===== src/design/hrmp_pkg.sv =====
// shared types and constants of the heart rate measurement parser
`timescale 1ns / 1ps
package hrmp_pkg;

  // result kinds
  localparam logic [1:0] KIND_RATE   = 2'd0;
  localparam logic [1:0] KIND_ENERGY = 2'd1;
  localparam logic [1:0] KIND_RR     = 2'd2;
  localparam logic [1:0] KIND_END    = 2'd3;

  // bit positions in the flags byte on the wire
  localparam int IN_LONG_BIT   = 0;
  localparam int IN_ENERGY_BIT = 3;
  localparam int IN_RR_BIT     = 4;

  // bit positions in the kept flag bits
  localparam int FB_LONG   = 0;
  localparam int FB_ENERGY = 1;
  localparam int FB_RR     = 2;

  // rr interval conversion: 1/1024 s units to ms
  localparam int RR_MUL_W = 10;
  localparam logic [RR_MUL_W-1:0] RR_MS_NUM = 10'd1000;
  localparam int RR_SHIFT = 10;
  localparam int FIELD_W  = 16;
  localparam int PROD_W   = FIELD_W + RR_MUL_W;

  // queue between front and back
  localparam int QDEPTH = 4;
  localparam int QPTR_W = $clog2(QDEPTH);
  localparam int QCNT_W = $clog2(QDEPTH + 1);
  localparam logic [QCNT_W-1:0] QFULL = QCNT_W'(QDEPTH);

  typedef struct packed {
    logic [7:0] data_byte;
    logic       last_byte;
  } in_t;

  typedef struct packed {
    logic [1:0]         kind;
    logic [FIELD_W-1:0] field_value;
    logic               status;
    logic               packet_end;
  } out_t;

  // classified transaction waiting for the back end; word is raw for rr
  typedef struct packed {
    logic [1:0]         kind;
    logic [FIELD_W-1:0] word;
    logic               status;
    logic               packet_end;
  } qent_t;

  // queue handshake toward the producer side
  typedef struct packed {
    logic push;
    logic full;
  } qwr_ctl_t;

  // queue handshake toward the consumer side
  typedef struct packed {
    logic pop;
    logic nonempty;
  } qrd_ctl_t;

endpackage


===== src/design/heart_rate_measurement_parser_top.sv =====
// top level of the heart rate measurement parser
`timescale 1ns / 1ps
// input channel: one byte of a heart rate measurement value per transaction,
//   flags byte first, last_byte set on the final byte of the value
// output channel: at most one result per byte: heart rate, energy expended,
//   rr interval in ms, or an end mark when the final byte completes nothing;
//   status flags a packet that ended before its required fields
// throughput: one byte per cycle, sustained, while the receiver keeps up
// result path: the completing byte is classified by the front end, written
//   to the queue, then registered in the result register that drives out_valid
// the front end parses and classifies; a four-entry queue decouples it from
//   the back end, whose single 16x10 multiply converts rr intervals
// stall: out_valid and out_data hold while out_ready is low; bytes keep
//   being accepted until the queue fills, then in_ready drops
// reset: rst_n low at a clock edge empties the queue and the result register
//   and returns the parser to expecting a flags byte
// after every final byte the parser returns to expecting a flags byte
module heart_rate_measurement_parser_top (
  input  logic            clk,
  input  logic            rst_n,
  input  logic            in_valid,
  output logic            in_ready,
  input  hrmp_pkg::in_t   in_data,
  output logic            out_valid,
  input  logic            out_ready,
  output hrmp_pkg::out_t  out_data
);

  hrmp_pkg::qent_t     wr_entry, rd_entry;
  hrmp_pkg::qwr_ctl_t  wr_ctl;
  hrmp_pkg::qrd_ctl_t  rd_ctl;
  logic                push, pop;

  hrmp_front u_front (
    .clk      (clk),
    .rst_n    (rst_n),
    .in_valid (in_valid),
    .in_ready (in_ready),
    .in_data  (in_data),
    .q_full   (wr_ctl.full),
    .q_push   (push),
    .q_entry  (wr_entry)
  );

  hrmp_queue u_queue (
    .clk      (clk),
    .rst_n    (rst_n),
    .wr_entry (wr_entry),
    .wr_push  (push),
    .wr_ctl   (wr_ctl),
    .rd_pop   (pop),
    .rd_ctl   (rd_ctl),
    .rd_entry (rd_entry)
  );

  hrmp_back u_back (
    .clk       (clk),
    .rst_n     (rst_n),
    .q_ctl     (rd_ctl),
    .q_entry   (rd_entry),
    .q_pop     (pop),
    .out_valid (out_valid),
    .out_ready (out_ready),
    .out_data  (out_data)
  );

endmodule


===== src/design/hrmp_front.sv =====
// front end: accepts bytes, tracks parse phase, classifies completed fields
`timescale 1ns / 1ps
module hrmp_front (
  input  logic             clk,
  input  logic             rst_n,
  input  logic             in_valid,
  output logic             in_ready,
  input  hrmp_pkg::in_t    in_data,
  input  logic             q_full,
  output logic             q_push,
  output hrmp_pkg::qent_t  q_entry
);

  typedef enum logic [2:0] {
    PH_FLAGS  = 3'd0,
    PH_HR_LO  = 3'd1,
    PH_HR_HI  = 3'd2,
    PH_EE_LO  = 3'd3,
    PH_EE_HI  = 3'd4,
    PH_RR_LO  = 3'd5,
    PH_RR_HI  = 3'd6,
    PH_IGNORE = 3'd7
  } phase_t;

  phase_t     phase_r, phase_nxt;
  logic [2:0] flags_r, flags_nxt;
  logic [7:0] hold_r, hold_nxt;
  logic       have;
  logic       accept;
  logic [1:0] kind;
  logic [hrmp_pkg::FIELD_W-1:0] word;
  logic [7:0] b;
  logic       last;

  function automatic phase_t after_rate(input logic [2:0] fl);
    phase_t p;
    if (fl[hrmp_pkg::FB_ENERGY]) begin
      p = PH_EE_LO;
    end else if (fl[hrmp_pkg::FB_RR]) begin
      p = PH_RR_LO;
    end else begin
      p = PH_IGNORE;
    end
    return p;
  endfunction

  assign b        = in_data.data_byte;
  assign last     = in_data.last_byte;
  assign in_ready = !q_full;
  assign accept   = in_valid && in_ready;

  always_comb begin
    phase_nxt = phase_r;
    flags_nxt = flags_r;
    hold_nxt  = hold_r;
    have      = 1'b0;
    kind      = hrmp_pkg::KIND_END;
    word      = '0;
    case (phase_r)
      PH_FLAGS: begin
        flags_nxt = {b[hrmp_pkg::IN_RR_BIT], b[hrmp_pkg::IN_ENERGY_BIT],
                     b[hrmp_pkg::IN_LONG_BIT]};
        phase_nxt = PH_HR_LO;
      end
      PH_HR_LO: begin
        if (flags_r[hrmp_pkg::FB_LONG]) begin
          hold_nxt  = b;
          phase_nxt = PH_HR_HI;
        end else begin
          have      = 1'b1;
          kind      = hrmp_pkg::KIND_RATE;
          word      = {8'h00, b};
          phase_nxt = after_rate(flags_r);
        end
      end
      PH_HR_HI: begin
        have      = 1'b1;
        kind      = hrmp_pkg::KIND_RATE;
        word      = {b, hold_r};
        phase_nxt = after_rate(flags_r);
      end
      PH_EE_LO: begin
        hold_nxt  = b;
        phase_nxt = PH_EE_HI;
      end
      PH_EE_HI: begin
        have      = 1'b1;
        kind      = hrmp_pkg::KIND_ENERGY;
        word      = {b, hold_r};
        phase_nxt = flags_r[hrmp_pkg::FB_RR] ? PH_RR_LO : PH_IGNORE;
      end
      PH_RR_LO: begin
        hold_nxt  = b;
        phase_nxt = PH_RR_HI;
      end
      PH_RR_HI: begin
        have      = 1'b1;
        kind      = hrmp_pkg::KIND_RR;
        word      = {b, hold_r};
        phase_nxt = PH_RR_LO;
      end
      default: begin
        phase_nxt = PH_IGNORE;
      end
    endcase
  end

  assign q_push             = accept && (have || last);
  assign q_entry.kind       = kind;
  assign q_entry.word       = word;
  assign q_entry.packet_end = last;
  assign q_entry.status     = last && (phase_nxt == PH_HR_LO || phase_nxt == PH_HR_HI ||
                                       phase_nxt == PH_EE_LO || phase_nxt == PH_EE_HI);

  always_ff @(posedge clk) begin
    if (!rst_n) begin
      phase_r <= PH_FLAGS;
      flags_r <= '0;
      hold_r  <= '0;
    end else if (accept) begin
      if (last) begin
        phase_r <= PH_FLAGS;
        flags_r <= '0;
        hold_r  <= '0;
      end else begin
        phase_r <= phase_nxt;
        flags_r <= flags_nxt;
        hold_r  <= hold_nxt;
      end
    end
  end

endmodule


===== src/design/hrmp_queue.sv =====
// short queue of classified transactions between front and back end
`timescale 1ns / 1ps
module hrmp_queue (
  input  logic                clk,
  input  logic                rst_n,
  input  hrmp_pkg::qent_t     wr_entry,
  input  logic                wr_push,
  output hrmp_pkg::qwr_ctl_t  wr_ctl,
  input  logic                rd_pop,
  output hrmp_pkg::qrd_ctl_t  rd_ctl,
  output hrmp_pkg::qent_t     rd_entry
);

  hrmp_pkg::qent_t                 slot_r [hrmp_pkg::QDEPTH];
  logic [hrmp_pkg::QPTR_W-1:0]     wr_ptr_r, rd_ptr_r;
  logic [hrmp_pkg::QCNT_W-1:0]     count_r;
  logic                            push, pop;

  assign push = wr_push && (count_r != hrmp_pkg::QFULL);
  assign pop  = rd_pop && (count_r != '0);

  assign wr_ctl.push     = push;
  assign wr_ctl.full     = (count_r == hrmp_pkg::QFULL);
  assign rd_ctl.pop      = pop;
  assign rd_ctl.nonempty = (count_r != '0);
  assign rd_entry        = slot_r[rd_ptr_r];

  always_ff @(posedge clk) begin
    if (push) begin
      slot_r[wr_ptr_r] <= wr_entry;
    end
  end

  always_ff @(posedge clk) begin
    if (!rst_n) begin
      wr_ptr_r <= '0;
      rd_ptr_r <= '0;
      count_r  <= '0;
    end else begin
      if (push) begin
        wr_ptr_r <= wr_ptr_r + 1'b1;
      end
      if (pop) begin
        rd_ptr_r <= rd_ptr_r + 1'b1;
      end
      case ({push, pop})
        2'b10:   count_r <= count_r + 1'b1;
        2'b01:   count_r <= count_r - 1'b1;
        default: count_r <= count_r;
      endcase
    end
  end

`ifndef SYNTHESIS
  a_no_push_when_full: assert property (@(posedge clk) disable iff (!rst_n)
    wr_push |-> (count_r != hrmp_pkg::QFULL))
    else $error("queue written while full");

  a_count_bound: assert property (@(posedge clk) disable iff (!rst_n)
    count_r <= hrmp_pkg::QFULL)
    else $error("queue count beyond depth");

  a_count_inc: assert property (@(posedge clk) disable iff (!rst_n)
    (push && !pop) |=> count_r == $past(count_r) + 1'b1)
    else $error("queue count did not follow a push");

  a_count_dec: assert property (@(posedge clk) disable iff (!rst_n)
    (pop && !push) |=> count_r == $past(count_r) - 1'b1)
    else $error("queue count did not follow a pop");
`endif

endmodule


===== src/design/hrmp_back.sv =====
// back end: converts rr intervals to ms and holds the result register
`timescale 1ns / 1ps
module hrmp_back (
  input  logic                clk,
  input  logic                rst_n,
  input  hrmp_pkg::qrd_ctl_t  q_ctl,
  input  hrmp_pkg::qent_t     q_entry,
  output logic                q_pop,
  output logic                out_valid,
  input  logic                out_ready,
  output hrmp_pkg::out_t      out_data
);

  logic                           out_valid_r;
  hrmp_pkg::out_t                 out_data_r, out_data_nxt;
  logic [hrmp_pkg::PROD_W-1:0]    prod;

  assign q_pop = q_ctl.nonempty && (!out_valid_r || out_ready);

  assign prod = hrmp_pkg::PROD_W'(q_entry.word) * hrmp_pkg::PROD_W'(hrmp_pkg::RR_MS_NUM);

  always_comb begin
    out_data_nxt.kind       = q_entry.kind;
    out_data_nxt.status     = q_entry.status;
    out_data_nxt.packet_end = q_entry.packet_end;
    if (q_entry.kind == hrmp_pkg::KIND_RR) begin
      out_data_nxt.field_value = prod[hrmp_pkg::RR_SHIFT +: hrmp_pkg::FIELD_W];
    end else begin
      out_data_nxt.field_value = q_entry.word;
    end
  end

  always_ff @(posedge clk) begin
    if (!rst_n) begin
      out_valid_r <= 1'b0;
    end else if (q_pop) begin
      out_valid_r <= 1'b1;
    end else if (out_ready) begin
      out_valid_r <= 1'b0;
    end
  end

  always_ff @(posedge clk) begin
    if (q_pop) begin
      out_data_r <= out_data_nxt;
    end
  end

  assign out_valid = out_valid_r;
  assign out_data  = out_data_r;

endmodule


===== config.mk =====
export PLATFORM = sky130hd
export DESIGN_NAME = heart_rate_measurement_parser_top
export DESIGN_NICKNAME = d
export VERILOG_FILES = /design/src/design/hrmp_pkg.sv /design/src/design/heart_rate_measurement_parser_top.sv /design/src/design/hrmp_front.sv /design/src/design/hrmp_queue.sv /design/src/design/hrmp_back.sv
export SDC_FILE = /design/constraint.sdc
export NUM_CORES = 1
export LEC_CHECK = 0
export BUFFER_PORTS_ARGS = -buffer_cell sky130_fd_sc_hd__buf_2
export CAP_MARGIN = 20
export CORE_MARGIN = 2
export CORE_UTILIZATION = 57
export DETAILED_ROUTE_END_ITERATION = 10
export PLACE_DENSITY = 0.78
export SETUP_SLACK_MARGIN = 0.2
export SLEW_MARGIN = 25
export SYNTH_ARGS = -nofsm -noshare
export SYNTH_HDL_FRONTEND = slang
export SYNTH_HIERARCHICAL = 1
export SYNTH_SLANG_ARGS = --single-unit

===== constraint.sdc =====
create_clock -name clk -period 4.9 [get_ports clk]
set_input_delay 0.245 -clock clk [delete_from_list [all_inputs] [get_ports clk]]
set_output_delay 0.245 -clock clk [all_outputs]
set_load 0.05 [all_outputs]

==> metrics.log <==
[metrics] run status: finished, violations left
[metrics] violations in the final reports: negative setup slack
[metrics] WL final: ~17,000 um
[metrics] CP Cell Sequence: clkbuf_16 -> mux4_2 -> buf_6 -> fa_1 -> fa_1 -> inv_1 -> fa_1 -> inv_1 -> fa_1 -> ha_4 -> o21a_4 -> o2111ai_4 -> o2bb2ai_4 -> a21oi_2 -> nor3_1 -> or3b_1
[metrics] clock latency reported for the late side of the worst-skew pair: around 0.43 ns
[metrics] RSZ-0062 raised after global routing: true
[metrics] average wire length per cell after detail routing: between 15 and 20 um
[metrics] total number of vias: 5,348
[metrics] Max-cap violations: 0
[metrics] post-synthesis net count: around 740
[metrics] GRT Residual Overflow: 0
[metrics] number of clock sinks: 124
[metrics] final std cells w/o fill: between 900 and 1,000
[metrics] total I/O pin count: 35
[metrics] via count of the first global-routing pass: ~5,200
[metrics] placed cell count: 863
[metrics] startpoint type of the worst setup path: register
[metrics] maximum number of pins on one net before global-route repair: 27
[metrics] final clock skew: approximately 0.013 ns
[metrics] average footprint of a synthesized cell: ~13 um2
[metrics] achievable frequency: just over 200 MHz
[metrics] Worst Path Class, Setup: reg -> reg
[metrics] floorplan die area: around 15,000 um2
[metrics] clock root buffer: sky130_fd_sc_hd__clkbuf_16
[metrics] Final Hold Viols: 0
[metrics] initial drt markers: 489
[metrics] number of buffer cells added on primary ports: 34
[metrics] HPWL Detailed: roughly 12,000 um
[metrics] placer congestion estimate: between 0.8 and 0.9
[metrics] global-route wire length before repair: roughly 26,000 um
[metrics] CP Max Fanout: 8
[metrics] first-pass detailed-route iteration total: 5
[metrics] clock period minus final worst setup slack: about 5.0 ns
[metrics] remaining antenna violation count after routing: 0
[metrics] kind of end point of the critical path: register
[metrics] final setup violation count: 7
[metrics] worst slew slack as a fraction of its limit: 0.320
[metrics] core occupancy in the finished layout: 0.715
[metrics] area of all sequential standard cells: 3490 um2
[metrics] Slew Limit Fails: 0
[metrics] area of the multi-input gates: around 4400 um2
[metrics] post-detailed-route DRC marker count: 0
[metrics] fraction of layout cells with a size suffix above 1: 0.343
[metrics] level count of the clock H-tree: 4
[metrics] largest incremental delay on the critical path: between 0.5 and 0.6 ns
[metrics] CTS tree: built
[metrics] cell at the slowest stage of the critical path: sky130_fd_sc_hd__mux4_2
[metrics] Antenna Cells: 0
[metrics] measured slew at the worst slew-check pin: a little over 1 ns
[metrics] initial antenna violation count: 0
[metrics] worst-case clock buffer depth: 2
[metrics] Setup TNS: -0.204 ns
[metrics] synthesis-to-layout area growth: 23.9%
[metrics] Synth Cell Area: a little under 8000 um2
[metrics] overall global routing resource usage: 0.231
[metrics] Die Height: around 120 um
[metrics] number of CTS-inserted buffers: 17
[metrics] via density per instance: between 5 and 6
[metrics] commonest non-fill, non-tap cell in the layout: sky130_fd_sc_hd__edfxtp_1
[metrics] Arrival @ worst endpoint: around 5.1 ns
[metrics] count of mapped cells out of synthesis: slightly above 600
[metrics] NumNets Final: 850
[metrics] layout filler cell count: slightly below 900
[metrics] die extent in x: about 120 um
[metrics] # rows: 43
[metrics] Worst-path clk slew: 0.05 ns
[metrics] initial standard-cell utilization of the core: 0.577
[metrics] placeable core region: approximately 14,000 um2
[metrics] post-route clock period utilization: 1.01
[metrics] Placement Setup Slack: -0.0805 ns
[metrics] critical path data required time: roughly 5 ns
[metrics] smallest setup slack after layout: -0.0645 ns
[metrics] highest-count cells in the layout ignoring fill and taps: sky130_fd_sc_hd__edfxtp_1 (100), sky130_fd_sc_hd__inv_1 (70), sky130_fd_sc_hd__buf_4 (63), sky130_fd_sc_hd__fa_1 (52), sky130_fd_sc_hd__ha_1 (42)
[metrics] class of the tightest hold or removal check: in -> reg
[metrics] yosys warns: 6
[metrics] most repeated library cell on the critical path: sky130_fd_sc_hd__fa_1
-- path summary, 6_finish.rpt --
kind | start | endpoint | slack (ns) | cells past startpoint
worst max-delay path | register | u_back/out_data[15]$_DFFE_PP_ | -0.06 | 16
worst max register to register | register | u_back/out_data[15]$_DFFE_PP_ | -0.06 | 16
worst min register to register | u_front/flags_r[2]$_SDFFE_PN0P_ | u_front/flags_r[2]$_SDFFE_PN0P_ | 0.50 | 2
worst min-delay path | in_data[8] | u_front/hold_r[7]$_SDFFE_PN0P_ | 0.08 | 2
-- final cells by class --
cell class,count,area share
Clock buffer,19,0.0440
Multi-Input combinational cell,384,0.442
Sequential cell,124,0.354
Inverter,88,0.0351
Tap cell,180,0.0229
Clock inverter,13,0.0142
Timing Repair Buffer,112,0.0874
-- critical path: cells and delay by family (launching register included) --
| family | cells | cell delay, ns |
|---|---|---|
| muxes | 1 | 0.56 |
| and+or+nand+nor | 2 | 0.42 |
| buffers and inverters | 4 | 0.43 |
| AOI/OAI and AO/OA | 4 | 0.69 |
| DFF | 1 | 0.40 |
| adders and majority gates | 5 | 2.22 |
-- per-layer routing --
metal  vias to the layer above  global-route usage  share of wire
met2                       198               0.406           0.53
met5                         -                   0              0
met4                         0              0.0733          0.025
met3                        40              0.0501          0.052
met1                      2665               0.287           0.40
li1                       2445                   -              -
-- repair_timing --
action / in CTS / in global routing
resized for setup: 15 / 64
setup endpoints to repair: 12 / 15
hold buffers: 0 / 0
buffers inserted: 3 / 20
hold endpoints to repair: 0 / 0
cloned: 0 / 2
pin swaps: 4 / 37
-- flip-flops by register name, summed over array words and instances (netlist names), named ones only --
register / cells
u_queue/slot_r: 80
u_back/out_data: 20
u_front/hold_r: 8
u_front/flags_r: 3
u_front/phase_r: 3
u_queue/count_r: 3
u_queue/rd_ptr_r: 2
u_queue/wr_ptr_r: 2
u_back/out_valid: 1
-- per-stage QoR --
| stage | hold WS [ns] | instance area (um2) |
|---|---|---|
| finish | 0.0803 | 9850 |
| global route | 0.0723 | 9850 |
| CTS | 0.0671 | 9330 |
| detailed placement | 0.488 | 8650 |
| global placement | 0.478 | 8650 |
| floorplan | 0.363 | 8020 |
Power is left out: the tool's default activity adds up to more than one toggle a clock period on the data nets, which glitch-free logic cannot reach.
